===== config.mk =====
export PLATFORM = sky130hd
export DESIGN_NAME = utf8_stream_decoder
export DESIGN_NICKNAME = d
export VERILOG_FILES = /design/src/hw/rtl/u8d_pkg.sv /design/src/hw/rtl/u8d_front.sv /design/src/hw/rtl/u8d_queue.sv /design/src/hw/rtl/u8d_back.sv /design/src/hw/rtl/utf8_stream_decoder.sv
export SDC_FILE = /design/constraint.sdc
export NUM_CORES = 1
export LEC_CHECK = 0
export ABC_AREA = 0
export BUFFER_PORTS_ARGS = -buffer_cell sky130_fd_sc_hd__buf_2
export CORE_AREA = 2 2 113 115
export CTS_BUF_LIST = sky130_fd_sc_hd__clkbuf_16
export CTS_CLUSTER_SIZE = 25
export DETAILED_ROUTE_END_ITERATION = 6
export DIE_AREA = 0 0 115 117
export GPL_ROUTABILITY_DRIVEN = 0
export PLACE_DENSITY = 0.67
export SYNTH_ARGS = -nofsm -noshare
export SYNTH_HDL_FRONTEND = slang
export SYNTH_SLANG_ARGS = --single-unit

===== constraint.sdc =====
create_clock -name clk -period 4.8 [get_ports clk]
set_input_delay 0.24 -clock clk [delete_from_list [all_inputs] [get_ports clk]]
set_output_delay 0.24 -clock clk [all_outputs]
set_load 0.03 [all_outputs]

===== src/hw/rtl/u8d_pkg.sv =====
`default_nettype none
// ----------------------------------------------------------------------------
// UTF-8 decoder package
// Types and constants shared by the decoder's modules, and the value check of the front end.
// ----------------------------------------------------------------------------
package u8d_pkg;

    localparam int CP_W        = 21;
    localparam int QUEUE_DEPTH = 4;
    localparam int QPTR_W      = $clog2(QUEUE_DEPTH);
    localparam int QCNT_W      = $clog2(QUEUE_DEPTH + 1);

    localparam logic [CP_W-1:0] REPLACEMENT_CP = 21'h00FFFD;
    localparam logic [CP_W-1:0] MIN_MULTI_CP   = 21'h0000A0;
    localparam logic [CP_W-1:0] SURR_LOW       = 21'h00D800;
    localparam logic [CP_W-1:0] SURR_HIGH      = 21'h00DFFF;
    localparam logic [CP_W-1:0] MAX_CP         = 21'h10FFFF;
    localparam logic [CP_W-1:0] MIN_THREE_CP   = 21'h000800;
    localparam logic [CP_W-1:0] MIN_FOUR_CP    = 21'h010000;

    localparam logic [2:0] LEN_TWO   = 3'd2;
    localparam logic [2:0] LEN_THREE = 3'd3;
    localparam logic [2:0] LEN_FOUR  = 3'd4;

    // One queue entry describes every result caused by one input word.
    // When two is set, a replacement precedes the result held in cp/rep.
    typedef struct packed {
        logic            two;
        logic [CP_W-1:0] cp;
        logic            rep;
    } u8d_entry_t;

    typedef struct packed {
        logic       valid;
        u8d_entry_t entry;
    } u8d_push_t;

    typedef struct packed {
        logic       valid;
        u8d_entry_t entry;
    } u8d_head_t;

    function automatic logic value_is_bad(input logic [CP_W-1:0] cp,
                                          input logic [2:0] len);
        logic bad;
        bad = (cp < MIN_MULTI_CP)
            || ((cp >= SURR_LOW) && (cp <= SURR_HIGH))
            || ((len == LEN_THREE) && (cp < MIN_THREE_CP))
            || ((len == LEN_FOUR) && (cp < MIN_FOUR_CP))
            || (cp > MAX_CP);
        return bad;
    endfunction

endpackage
`default_nettype wire


===== src/hw/rtl/u8d_front.sv =====
`default_nettype none
// ----------------------------------------------------------------------------
// UTF-8 decoder front end
// Accepts bytes, tracks the open sequence and queues the results of each byte.
// ----------------------------------------------------------------------------
module u8d_front (
    input  wire logic             clk,
    input  wire logic             rst_n,
    input  wire logic             accept,
    input  wire logic [7:0]       in_byte,
    output u8d_pkg::u8d_push_t    push
);
    import u8d_pkg::*;

    logic [1:0]      tails_left_reg, tails_left_next;
    logic [2:0]      seq_length_reg, seq_length_next;
    logic [CP_W-1:0] accum_value_reg, accum_value_next;
    logic            in_bad_run_reg, in_bad_run_next;

    logic            is_tail;
    logic            seq_open;
    logic [CP_W-1:0] accum_shift;
    logic [1:0]      tails_dec;
    logic            fresh_has;
    logic [CP_W-1:0] fresh_cp;
    logic            fresh_rep;
    logic            done_bad;

    always_comb
    begin
        is_tail     = (in_byte[7:6] == 2'b10);
        seq_open    = (tails_left_reg != 2'd0);
        accum_shift = {accum_value_reg[CP_W-7:0], in_byte[5:0]};
        tails_dec   = tails_left_reg - 2'd1;
        done_bad    = value_is_bad(accum_shift, seq_length_reg);

        tails_left_next  = tails_left_reg;
        seq_length_next  = seq_length_reg;
        accum_value_next = accum_value_reg;
        in_bad_run_next  = in_bad_run_reg;
        fresh_has        = 1'b0;
        fresh_cp         = REPLACEMENT_CP;
        fresh_rep        = 1'b1;
        push             = '0;

        if (seq_open && is_tail)
        begin
            tails_left_next  = tails_dec;
            accum_value_next = accum_shift;
            if (tails_dec == 2'd0)
            begin
                push.valid       = 1'b1;
                push.entry.two   = 1'b0;
                push.entry.cp    = done_bad ? REPLACEMENT_CP : accum_shift;
                push.entry.rep   = done_bad;
                seq_length_next  = 3'd0;
                accum_value_next = '0;
            end
        end
        else
        begin
            // A byte outside a sequence, or one that cuts an open sequence short.
            tails_left_next  = 2'd0;
            seq_length_next  = 3'd0;
            accum_value_next = '0;
            if (in_byte inside {[8'h00:8'h7F]})
            begin
                in_bad_run_next = 1'b0;
                fresh_has       = 1'b1;
                fresh_cp        = {{(CP_W-8){1'b0}}, in_byte};
                fresh_rep       = 1'b0;
            end
            else if (is_tail)
            begin
                in_bad_run_next = 1'b1;
                fresh_has       = !in_bad_run_reg;
            end
            else if (in_byte inside {[8'hC0:8'hDF]})
            begin
                in_bad_run_next  = 1'b0;
                accum_value_next = {{(CP_W-5){1'b0}}, in_byte[4:0]};
                seq_length_next  = LEN_TWO;
                tails_left_next  = 2'd1;
            end
            else if (in_byte inside {[8'hE0:8'hEF]})
            begin
                in_bad_run_next  = 1'b0;
                accum_value_next = {{(CP_W-4){1'b0}}, in_byte[3:0]};
                seq_length_next  = LEN_THREE;
                tails_left_next  = 2'd2;
            end
            else if (in_byte inside {[8'hF0:8'hF7]})
            begin
                in_bad_run_next  = 1'b0;
                accum_value_next = {{(CP_W-3){1'b0}}, in_byte[2:0]};
                seq_length_next  = LEN_FOUR;
                tails_left_next  = 2'd3;
            end
            else
            begin
                in_bad_run_next = 1'b0;
                fresh_has       = 1'b1;
            end

            if (seq_open)
            begin
                push.valid     = 1'b1;
                push.entry.two = fresh_has;
                push.entry.cp  = fresh_has ? fresh_cp : REPLACEMENT_CP;
                push.entry.rep = fresh_has ? fresh_rep : 1'b1;
            end
            else
            begin
                push.valid     = fresh_has;
                push.entry.two = 1'b0;
                push.entry.cp  = fresh_cp;
                push.entry.rep = fresh_rep;
            end
        end

        if (!accept)
        begin
            push.valid       = 1'b0;
            tails_left_next  = tails_left_reg;
            seq_length_next  = seq_length_reg;
            accum_value_next = accum_value_reg;
            in_bad_run_next  = in_bad_run_reg;
        end
    end

    always_ff @(posedge clk or negedge rst_n)
    begin
        if (!rst_n)
        begin
            tails_left_reg  <= 2'd0;
            seq_length_reg  <= 3'd0;
            accum_value_reg <= '0;
            in_bad_run_reg  <= 1'b0;
        end
        else
        begin
            tails_left_reg  <= tails_left_next;
            seq_length_reg  <= seq_length_next;
            accum_value_reg <= accum_value_next;
            in_bad_run_reg  <= in_bad_run_next;
        end
    end

endmodule
`default_nettype wire


===== src/hw/rtl/u8d_queue.sv =====
`default_nettype none
// ----------------------------------------------------------------------------
// UTF-8 decoder result queue
// Short first-in first-out store between the front end and the output stage.
// ----------------------------------------------------------------------------
module u8d_queue (
    input  wire logic             clk,
    input  wire logic             rst_n,
    input  wire u8d_pkg::u8d_push_t push,
    input  wire logic             pop,
    output logic                  full,
    output u8d_pkg::u8d_head_t    head
);
    import u8d_pkg::*;

    u8d_entry_t        store [QUEUE_DEPTH];
    logic [QPTR_W-1:0] wr_ptr_reg, wr_ptr_next;
    logic [QPTR_W-1:0] rd_ptr_reg, rd_ptr_next;
    logic [QCNT_W-1:0] count_reg, count_next;

    always_comb
    begin
        full        = (count_reg == QCNT_W'(QUEUE_DEPTH));
        head.valid  = (count_reg != '0);
        head.entry  = store[rd_ptr_reg];
        wr_ptr_next = push.valid ? wr_ptr_reg + QPTR_W'(1) : wr_ptr_reg;
        rd_ptr_next = pop ? rd_ptr_reg + QPTR_W'(1) : rd_ptr_reg;
        case ({push.valid, pop})
            2'b10:   count_next = count_reg + QCNT_W'(1);
            2'b01:   count_next = count_reg - QCNT_W'(1);
            default: count_next = count_reg;
        endcase
    end

    always_ff @(posedge clk)
    begin
        if (push.valid)
        begin
            store[wr_ptr_reg] <= push.entry;
        end
    end

    always_ff @(posedge clk or negedge rst_n)
    begin
        if (!rst_n)
        begin
            wr_ptr_reg <= '0;
            rd_ptr_reg <= '0;
            count_reg  <= '0;
        end
        else
        begin
            wr_ptr_reg <= wr_ptr_next;
            rd_ptr_reg <= rd_ptr_next;
            count_reg  <= count_next;
        end
    end

`ifndef NO_ASSERTIONS
    a_count_bound: assert property (@(posedge clk) disable iff (!rst_n)
        count_reg <= QCNT_W'(QUEUE_DEPTH))
        else $error("queue count beyond depth");

    a_no_overflow: assert property (@(posedge clk) disable iff (!rst_n)
        push.valid |-> !full)
        else $error("word pushed into a full queue");

    a_no_underflow: assert property (@(posedge clk) disable iff (!rst_n)
        pop |-> head.valid)
        else $error("pop from an empty queue");

    a_ptr_track: assert property (@(posedge clk) disable iff (!rst_n)
        (count_reg == '0) |-> (wr_ptr_reg == rd_ptr_reg))
        else $error("empty queue with pointers apart");
`endif

endmodule
`default_nettype wire


===== src/hw/rtl/u8d_back.sv =====
`default_nettype none
// ----------------------------------------------------------------------------
// UTF-8 decoder output stage
// Unpacks queue entries into one or two results and holds them for the sink.
// ----------------------------------------------------------------------------
module u8d_back (
    input  wire logic                     clk,
    input  wire logic                     rst_n,
    input  wire u8d_pkg::u8d_head_t       head,
    output logic                          pop,
    output logic                          out_valid,
    input  wire logic                     out_ready,
    output logic [u8d_pkg::CP_W-1:0]      code_point,
    output logic                          replaced,
    output logic                          last_of_run
);
    import u8d_pkg::*;

    logic            valid_reg, valid_next;
    logic            phase_reg, phase_next;
    logic [CP_W-1:0] cp_reg, cp_next;
    logic            rep_reg, rep_next;
    logic            last_reg, last_next;
    logic            load;

    always_comb
    begin
        load       = !valid_reg || out_ready;
        valid_next = valid_reg && !out_ready;
        phase_next = phase_reg;
        cp_next    = cp_reg;
        rep_next   = rep_reg;
        last_next  = last_reg;
        pop        = 1'b0;

        if (load && head.valid)
        begin
            valid_next = 1'b1;
            if (head.entry.two && !phase_reg)
            begin
                // The replacement for a broken sequence goes out first.
                phase_next = 1'b1;
                cp_next    = REPLACEMENT_CP;
                rep_next   = 1'b1;
                last_next  = 1'b0;
            end
            else
            begin
                phase_next = 1'b0;
                cp_next    = head.entry.cp;
                rep_next   = head.entry.rep;
                last_next  = 1'b1;
                pop        = 1'b1;
            end
        end
    end

    always_ff @(posedge clk or negedge rst_n)
    begin
        if (!rst_n)
        begin
            valid_reg <= 1'b0;
            phase_reg <= 1'b0;
        end
        else
        begin
            valid_reg <= valid_next;
            phase_reg <= phase_next;
        end
    end

    always_ff @(posedge clk)
    begin
        cp_reg   <= cp_next;
        rep_reg  <= rep_next;
        last_reg <= last_next;
    end

    assign out_valid   = valid_reg;
    assign code_point  = cp_reg;
    assign replaced    = rep_reg;
    assign last_of_run = last_reg;

`ifndef NO_ASSERTIONS
    a_phase_head: assert property (@(posedge clk) disable iff (!rst_n)
        phase_reg |-> (head.valid && head.entry.two))
        else $error("second half pending without its entry");

    a_phase_shown: assert property (@(posedge clk) disable iff (!rst_n)
        phase_reg |-> (valid_reg && !last_reg))
        else $error("first half of a pair not on the output");

    a_pop_last: assert property (@(posedge clk) disable iff (!rst_n)
        pop |=> (valid_reg && last_reg))
        else $error("popped entry did not close its run");
`endif

endmodule
`default_nettype wire


===== src/hw/rtl/utf8_stream_decoder.sv =====
`default_nettype none
// ----------------------------------------------------------------------------
// UTF-8 stream decoder
// Decodes a byte stream into Unicode code points with error replacement.
// ----------------------------------------------------------------------------
// Usage: one UTF-8 byte is taken per word on the s_ channel. Each byte gives
// zero, one or two code points on the m_ channel; m_tlast marks the final
// result caused by a byte, and m_tuser marks a U+FFFD replacement.
// A byte is accepted in every cycle while the four-entry result queue has
// room; it is classified and queued at the edge that accepts it, and its
// first result appears on m_ when the output register loads from the queue.
// A byte giving two results passes the output stage as two words, so while
// the sink is ready the rate is one byte per cycle but for broken sequences.
// When the sink stalls, the output register holds its word and the queue
// fills; s_tready falls only once the queue is full.
// Reset clears the sequence state, the queue and the output stage; a
// sequence left open emits nothing until a later byte closes it.
// ----------------------------------------------------------------------------
module utf8_stream_decoder (
    input  wire logic        clk,
    input  wire logic        rst_n,
    input  wire logic        s_tvalid,
    output logic             s_tready,
    input  wire logic [7:0]  s_tdata,   // [7:0] in_byte
    output logic             m_tvalid,
    input  wire logic        m_tready,
    output logic [23:0]      m_tdata,   // [20:0] code_point, [23:21] zero
    output logic             m_tuser,   // [0] replaced
    output logic             m_tlast    // last_of_run
);
    import u8d_pkg::*;

    u8d_push_t       push;
    u8d_head_t       head;
    logic            full;
    logic            pop;
    logic            accept;
    logic [CP_W-1:0] code_point;

    assign s_tready = !full;
    assign accept   = s_tvalid && s_tready;

    u8d_front u_front (
        .clk     (clk),
        .rst_n   (rst_n),
        .accept  (accept),
        .in_byte (s_tdata),
        .push    (push)
    );

    u8d_queue u_queue (
        .clk   (clk),
        .rst_n (rst_n),
        .push  (push),
        .pop   (pop),
        .full  (full),
        .head  (head)
    );

    u8d_back u_back (
        .clk         (clk),
        .rst_n       (rst_n),
        .head        (head),
        .pop         (pop),
        .out_valid   (m_tvalid),
        .out_ready   (m_tready),
        .code_point  (code_point),
        .replaced    (m_tuser),
        .last_of_run (m_tlast)
    );

    assign m_tdata = {{(24-CP_W){1'b0}}, code_point};

endmodule
`default_nettype wire

==> results of run 1 <==
[kinds of logic (layout without fill, tap and decap cells)]
group                      count (synthesis)  after routing  share of synthesized area
buffers and inverters                     40             92                     0.0277
DFF                                      145            145                      0.701
AOI/OAI and AO/OA                         48             48                     0.0580
adders and majority gates                  8              8                     0.0179
xor gates and xnor gates                   6              6                    0.00876
muxes                                     27             27                     0.0934
other                                      1              3                   0.000625
and+or+nand+nor                          107            107                     0.0930
[worst register-to-register path, cell delays in order (launching register included)]
cell and delay (ns):
dfrtp_1 0.39, or3b_2 0.49, nand2_1 0.61, nor2_1 0.13, and2_1 0.25, inv_1 0.09, ha_1 0.19, inv_1 0.06
fa_1 0.38, xor2_1 0.15, nor2_1 0.11, xor2_1 0.17
[routing by layer]
metal | wire [um] | GRT usage
met5 | 0 | 0
met4 | 182 | 0.0827
met3 | 382 | 0.0422
met2 | 4920 | 0.265
met1 | 4710 | 0.214
[power by group through the flow]
stage	clock network (mW)	registers, mW	logic, mW
CTS	1.27	1.90	1.38
global route	1.33	1.93	1.50
floorplan	0	2.11	0.841
finish	1.25	1.90	1.35
global placement	0	1.91	1.35
detailed placement	0	1.93	1.37
[cells in the mapped netlist, types with 2 or more instances]
cell type	number
a31oi_1	4
dfrtp_1	30
nand3b_1	2
and3_1	5
nand3_1	12
nor2_1	10
or2_2	17
nor3_1	3
a22o_1	3
buf_2	4
o31a_1	7
nor4_1	3
mux2_2	2
a21oi_1	14
edfxtp_1	115
xor2_1	3
inv_1	17
buf_4	3
and2_1	6
ha_1	7
mux2i_1	2
clkbuf_1	16
mux4_2	23
nor2b_1	8
xnor2_1	3
nand2b_1	2
nand2_1	33
o21ai_0	9
or3b_2	2
[repair_timing]
action | in CTS | in global routing
endpoints found under the hold margin | 31 | 0
hold buffers | 2 | 0
gates resized for setup | 0 | 0
[layout make-up]
type / instances / share of cell area
clock inverter: 15 / 0.0214
clock buffer: 17 / 0.0616
sequential: 145 / 0.609
tap: 150 / 0.0272
multi-input combinational: 199 / 0.238
timing repair buffer: 43 / 0.0344
inverter: 17 / 0.00924
[final timing paths]
kind                       slack, ns                  from                           to  cells after the start
setup / recovery                1.70  u_queue.count_reg[1]         u_queue.count_reg[2]                     11
hold / removal                  0.06            s_tdata[1]   u_front.accum_value_reg[1]                      2
setup reg to reg                1.70  u_queue.count_reg[1]         u_queue.count_reg[2]                     11
hold reg to reg                 0.49      u_back.phase_reg             u_back.phase_reg                      1
max in group asynchronous       3.97                 rst_n  u_front.accum_value_reg[10]                      2
min in group asynchronous       0.39                 rst_n    u_front.tails_left_reg[0]                      2
[per-stage QoR]
stage | cells | utilization | instance area [um^2]
5_1_grt | 586 | 0.561 | 6910
2_1_floorplan | 384 | - | 6010
3_3_place_gp | 552 | 0.513 | 6310
4_1_cts | 586 | 0.561 | 6910
6_report | 586 | 0.561 | 6910
3_5_place_dp | 552 | 0.513 | 6310
==> impl_metrics.py, run 1 <==
metrics = {
    "outcome": {
        "status": "complete, no violations",
    },
    "clock_tree": {
        "cts.path.max_buffers": 2,
        "cts_root_buf": "clkbuf_16",
        "insertion_delay_ns": 0.42,
        "clk_pin_slew_ns": 0.06,
        "htree_levels": 4,
        "cts_buffers": 17,
        "cts_tree": "built",
        "cts_sinks": 145,
        "post-cts-setup-buffers": 0,
    },
    "sta": {
        "hold_violations": 0,
        "slew_violations": 0,
        "slew_headroom": 0.216,
        "tns_ns": 0,
        "rsz0062_at_grt": "no",
        "fin_crit_ns": 3.10,
        "max_freq_ghz": 0.322,
        "worst_slack_ns": 1.70,
        "finalSetupViolations": 0,
        "worst_pin_slew_ns": 1.18,
        "fin_crit_sh": 0.646,
        "hold_ws_ns": 0.0647,
        "finClkSkew_ns": 0.00794,
    },
    "route": {
        "vias": 3180,
        "wire_per_inst_um": 17.4,
        "antenna_left": 0,
        "drtIter0Drc": 143,
        "drcViolationCount": 0,
        "finalWirelength_um": 10200,
        "drt_first_pass_iters": 4,
        "viasPerCell": 5.43,
    },
    "placement": {
        "io_buffer_count": 36,
        "hpwl_um": 6680,
        "pre_cts_ws_ns": 1.71,
    },
    "worst_setup_path": {
        "slowest_delay_ns": 0.61,
        "worstPathArrival_ns": 3.44,
        "start_kind": "flip-flop",
        "critical_path_class": "flip-flop to flip-flop",
        "slowest_stage": "nand2_1",
        "crit_required_ns": 5.13,
        "crit_buf_inv": 2,
        "cp_cell_sequence": "or3b_2 -> nand2_1 -> nor2_1 -> and2_1 -> inv_1 -> ha_1 -> inv_1 -> fa_1 -> xor2_1 -> nor2_1 -> xor2_1",
        "crit_path_max_fanout": 26,
        "crit_family": "simple AND/OR/NAND/NOR gates",
        "worstSetupEndpointType": "flip-flop",
    },
    "synthesis": {
        "synth_area_um2": 6000,
        "synth_edf_count": 115,
        "ys_ff_latch": 145,
        "async_flop_share": 0.207,
        "synth.yosys.seq_area_share": 0.701,
        "synth_area_per_cell_um2": 15.7,
        "synthCells": 382,
        "synth_ff_type": "edfxtp_1",
        "ys_warn_count": 0,
        "yosysTopAreaCellShare": 0.575,
        "synth_area_leaders": "edfxtp_1, dfrtp_1, mux4_2",
        "synth.largest_area_cell": "edfxtp_1",
        "synth_cell_type_count": 46,
    },
    "power": {
        "p_sw_frac": 0.314,
        "power_mw": 4.50,
        "pwr-share-clk": 0.278,
        "power.density_nw_per_um2": 652,
        "pwr-share-seq": 0.421,
        "p_leak_nw": 2.63,
        "combPwrFrac": 0.300,
        "internal_power_mw": 3.09,
        "irDropWorstVdd_v": 0.000289,
        "power_switching_mw": 1.41,
    },
    "grt": {
        "grt_pass1_vias": 3134,
        "grt_max_degree": 31,
        "grt_pass1_wl_um": 16200,
        "grt_use_total": 0.166,
        "antenna_found_initial": 0,
        "grt_overflow_total": 0,
    },
    "final_layout": {
        "drive_above_1_share": 0.278,
        "fillers": 1006,
        "ff_latch_area_um2": 4200,
        "largest_reg_flops": 92,
        "mostFrequentLayoutCells": "edfxtp_1, buf_2, nand2_1",
        "area_growth_pct": 15.1,
        "layout_commonest_cell": "edfxtp_1",
        "fin_nets": 443,
        "multi_input_area_um2": 1640,
        "diodes": 0,
    },
    "die": {
        "rows": 41,
        "io_pins": 40,
        "dieHeight_um": 117,
        "core_um2": 12300,
        "initial_core_util": 0.487,
        "die_area_um2": 13500,
        "dieWidth_um": 115,
    },
    "run": {
        "max-cap-violations": 0,
    },
    "hold_path": {
        "hp-class": "primary input to flip-flop",
    },
}
(Power assumes the default switching activity.)
==> inputs of run 2 (changes only) <==
--- a/config.mk
+++ b/config.mk
@@ -13,7 +13,7 @@
 export DETAILED_ROUTE_END_ITERATION = 6
 export DIE_AREA = 0 0 115 117
 export GPL_ROUTABILITY_DRIVEN = 0
-export PLACE_DENSITY = 0.67
+export PLACE_DENSITY = 0.69
 export SYNTH_ARGS = -nofsm -noshare
 export SYNTH_HDL_FRONTEND = slang
 export SYNTH_SLANG_ARGS = --single-unit
==> constraint.sdc (replaced) <==
create_clock -name clk -period 2.5 [get_ports clk]
set_input_delay 0.125 -clock clk [delete_from_list [all_inputs] [get_ports clk]]
set_output_delay 0.125 -clock clk [all_outputs]
set_load 0.03 [all_outputs]
==> run 2 against run 1 <==
  * Global-route usage rose by 0.49 points
  * Wire length rose by 4.3%
  * Die area did not move
  * First-iteration DRC count rose by 81%
  * Maximum frequency rose by 29%
  * Power rose by 94%
  * Sequential cell count did not move
  * Non-clock buffer count rose by 14
  * Design area rose by 2.0%
  * Register-to-register slack got worse by 1.6 ns
  * Critical path type unchanged
  * Largest power group unchanged
  * Highest routed layer unchanged
==> impl_metrics.py, run 2 (synthesized netlist as in run 1, its figures left out) <==
metrics = {
    "worst_setup_path": {
        "crit_buf_inv": 3,
        "rr_startpoint": "u_front.tails_left_reg[0]",
        "start_kind": "flip-flop",
        "crit_path_max_fanout": 3,
        "ff2ff_path_depth": 13,
        "cp-endpoint": "u_queue.count_reg[2]",
        "crit_required_ns": 2.83,
        "crit_family": "simple AND/OR/NAND/NOR gates",
        "cp_cell_sequence": "inv_2 -> ha_2 -> or3b_4 -> nor2_4 -> nor2_1 -> and2_1 -> inv_2 -> ha_4 -> inv_1 -> fa_2 -> xor2_1 -> nor2_1 -> xor2_1",
        "r2r_setup_slack_ns": 0.09,
        "regToRegEndpoint": "u_queue.count_reg[2]",
        "worstPathArrival_ns": 2.74,
        "crit_cells": 13,
        "slowest_stage": "or3b_4",
        "critical_path_class": "flip-flop to flip-flop",
        "worstSetupEndpointType": "flip-flop",
        "startpoint": "u_front.tails_left_reg[0]",
        "slowest_delay_ns": 0.41,
    },
    "die": {
        "dieHeight_um": 117,
        "initial_core_util": 0.487,
        "rows": 41,
        "io_pins": 40,
        "die_area_um2": 13500,
        "core_um2": 12300,
        "dieWidth_um": 115,
    },
    "sta": {
        "fin_crit_ns": 2.41,
        "worst_pin_slew_ns": 0.703,
        "fin_crit_sh": 0.962,
        "max_freq_ghz": 0.416,
        "finClkSkew_ns": 0.0107,
        "tns_ns": 0,
        "slew_violations": 0,
        "finalSetupViolations": 0,
        "rsz0062_at_grt": "no",
        "slew_headroom": 0.530,
        "hold_violations": 0,
    },
    "route": {
        "vias": 3304,
        "wire_per_inst_um": 17.8,
        "antenna_left": 0,
        "wl_met1_um": 4640,
        "drt_first_pass_iters": 7,
        "finalWirelength_um": 10600,
        "drtIter0Drc": 259,
        "drcViolationCount": 0,
        "route.met3.wl_um": 451,
        "wl_met2_um": 5330,
        "top_layer": "met4",
        "viasPerCell": 5.52,
    },
    "clock_tree": {
        "cts_root_buf": "clkbuf_16",
        "cts_tree": "built",
        "cts_sinks": 145,
        "clk_pin_slew_ns": 0.06,
        "htree_levels": 4,
        "cts_buffers": 17,
        "cts.path.max_buffers": 2,
        "insertion_delay_ns": 0.41,
    },
    "final_layout": {
        "drive_above_1_share": 0.303,
        "layout_commonest_cell": "edfxtp_1",
        "diodes": 0,
        "largest_reg_flops": 92,
        "fillers": 958,
        "stdcell_area_um2": 7040,
        "fin_nets": 457,
        "mostFrequentLayoutCells": "edfxtp_1, buf_2, nand2_1",
        "area_growth_pct": 17.4,
    },
    "power": {
        "power_switching_mw": 2.74,
        "power.density_nw_per_um2": 1240,
        "p_leak_nw": 2.70,
        "pwr-share-seq": 0.416,
        "p_sw_frac": 0.313,
        "irDropWorstVdd_v": 0.000695,
        "pwr-share-clk": 0.268,
        "internal_power_mw": 6.01,
        "combPwrFrac": 0.315,
    },
    "grt": {
        "grt_max_degree": 31,
        "grt_overflow_total": 0,
        "grt_pass1_wl_um": 16900,
        "grt_use_total": 0.171,
        "grt_pass1_vias": 3183,
        "antenna_found_initial": 0,
    },
    "run": {
        "max-cap-violations": 0,
    },
    "outcome": {
        "status": "complete, no violations",
    },
    "hold_path": {
        "hold_path.startpoint": "s_tdata[3]",
        "hp-class": "primary input to flip-flop",
    },
    "placement": {
        "hpwl_um": 6540,
        "io_buffer_count": 36,
        "placed_cell_area_um2": 6420,
    },
}
[run 2: cell count changes in the layout (fill, tap and decap cells not counted), moves of 2 or more]
cell,before,now
clkinv_1,0,2
dlygate4sd3_1,2,6
clkinv_4,4,1
inv_2,0,2
ha_1,7,5
buf_4,5,15
or3b_4,0,2
or3b_2,2,0
clkinvlp_4,4,1
inv_1,19,17
clkinv_2,3,5
[run 2: worst register-to-register path: cells and delay by family (launching register included)]
kind / cells / cell delay (ns)
adder cells (fa/ha/maj): 3 / 0.64
flip-flops: 1 / 0.38
buffers and inverters: 3 / 0.17
AND/OR/NAND/NOR: 5 / 0.84
XOR/XNOR: 2 / 0.29
[run 2: layout make-up]
cell class	count	area, um^2	area share
sequential	145	4200	0.597
inverter	17	63.8	0.00906
tap	150	188	0.0266
multi-input combinational	199	1680	0.239
clock buffer	17	425	0.0604
clock inverter	14	125	0.0178
timing repair buffer	57	353	0.0501
[run 2: power groups by stage]
stage	clock [mW]	combinational, mW	sequential, mW
2_1_floorplan	0	1.68	4.06
3_3_place_gp	0	2.72	3.66
3_5_place_dp	0	2.77	3.69
4_1_cts	2.39	2.81	3.65
5_1_grt	2.49	3.02	3.70
6_report	2.35	2.76	3.64
[run 2: what timing repair did]
item                       in CTS  in global routing
setup buffers                   0                  1
setup endpoints to repair       0                  1
hold endpoints to repair       35                  0
hold buffers                    6                  0
resized for setup               0                  2
[run 2: worst min path at each step]
stage,depth (start not counted),end,slack (ns)
4_1_cts,3,u_front.accum_value_reg[3],0.04
5_1_grt,3,u_front.accum_value_reg[3],0.06
3_5_place_dp,1,u_queue.count_reg[0],0.22
6_report,3,u_front.accum_value_reg[3],0.04
3_3_place_gp,1,u_queue.wr_ptr_reg[1],0.21
2_1_floorplan,0,u_back.out_valid,-0.17
[run 2: per-stage QoR]
step	utilization	std cells	setup slack, ns	hold slack (ns)	power [mW]
finish	0.572	599	0.0940	0.0418	8.75
global route	0.572	599	0.00269	0.0628	9.22
CTS	0.571	598	0.0492	0.0352	8.85
detailed placement	0.522	561	0.0663	0.221	6.47
global placement	0.522	561	0.142	0.212	6.38
floorplan	-	384	0.00915	-0.171	5.74
[run 2: metal layers]
| metal | global-route usage | vias up |
|---|---|---|
| met5 | 0 | - |
| met4 | 0.0723 | 0 |
| met3 | 0.0381 | 11 |
| met2 | 0.281 | 89 |
| met1 | 0.223 | 1673 |
| li1 | - | 1531 |
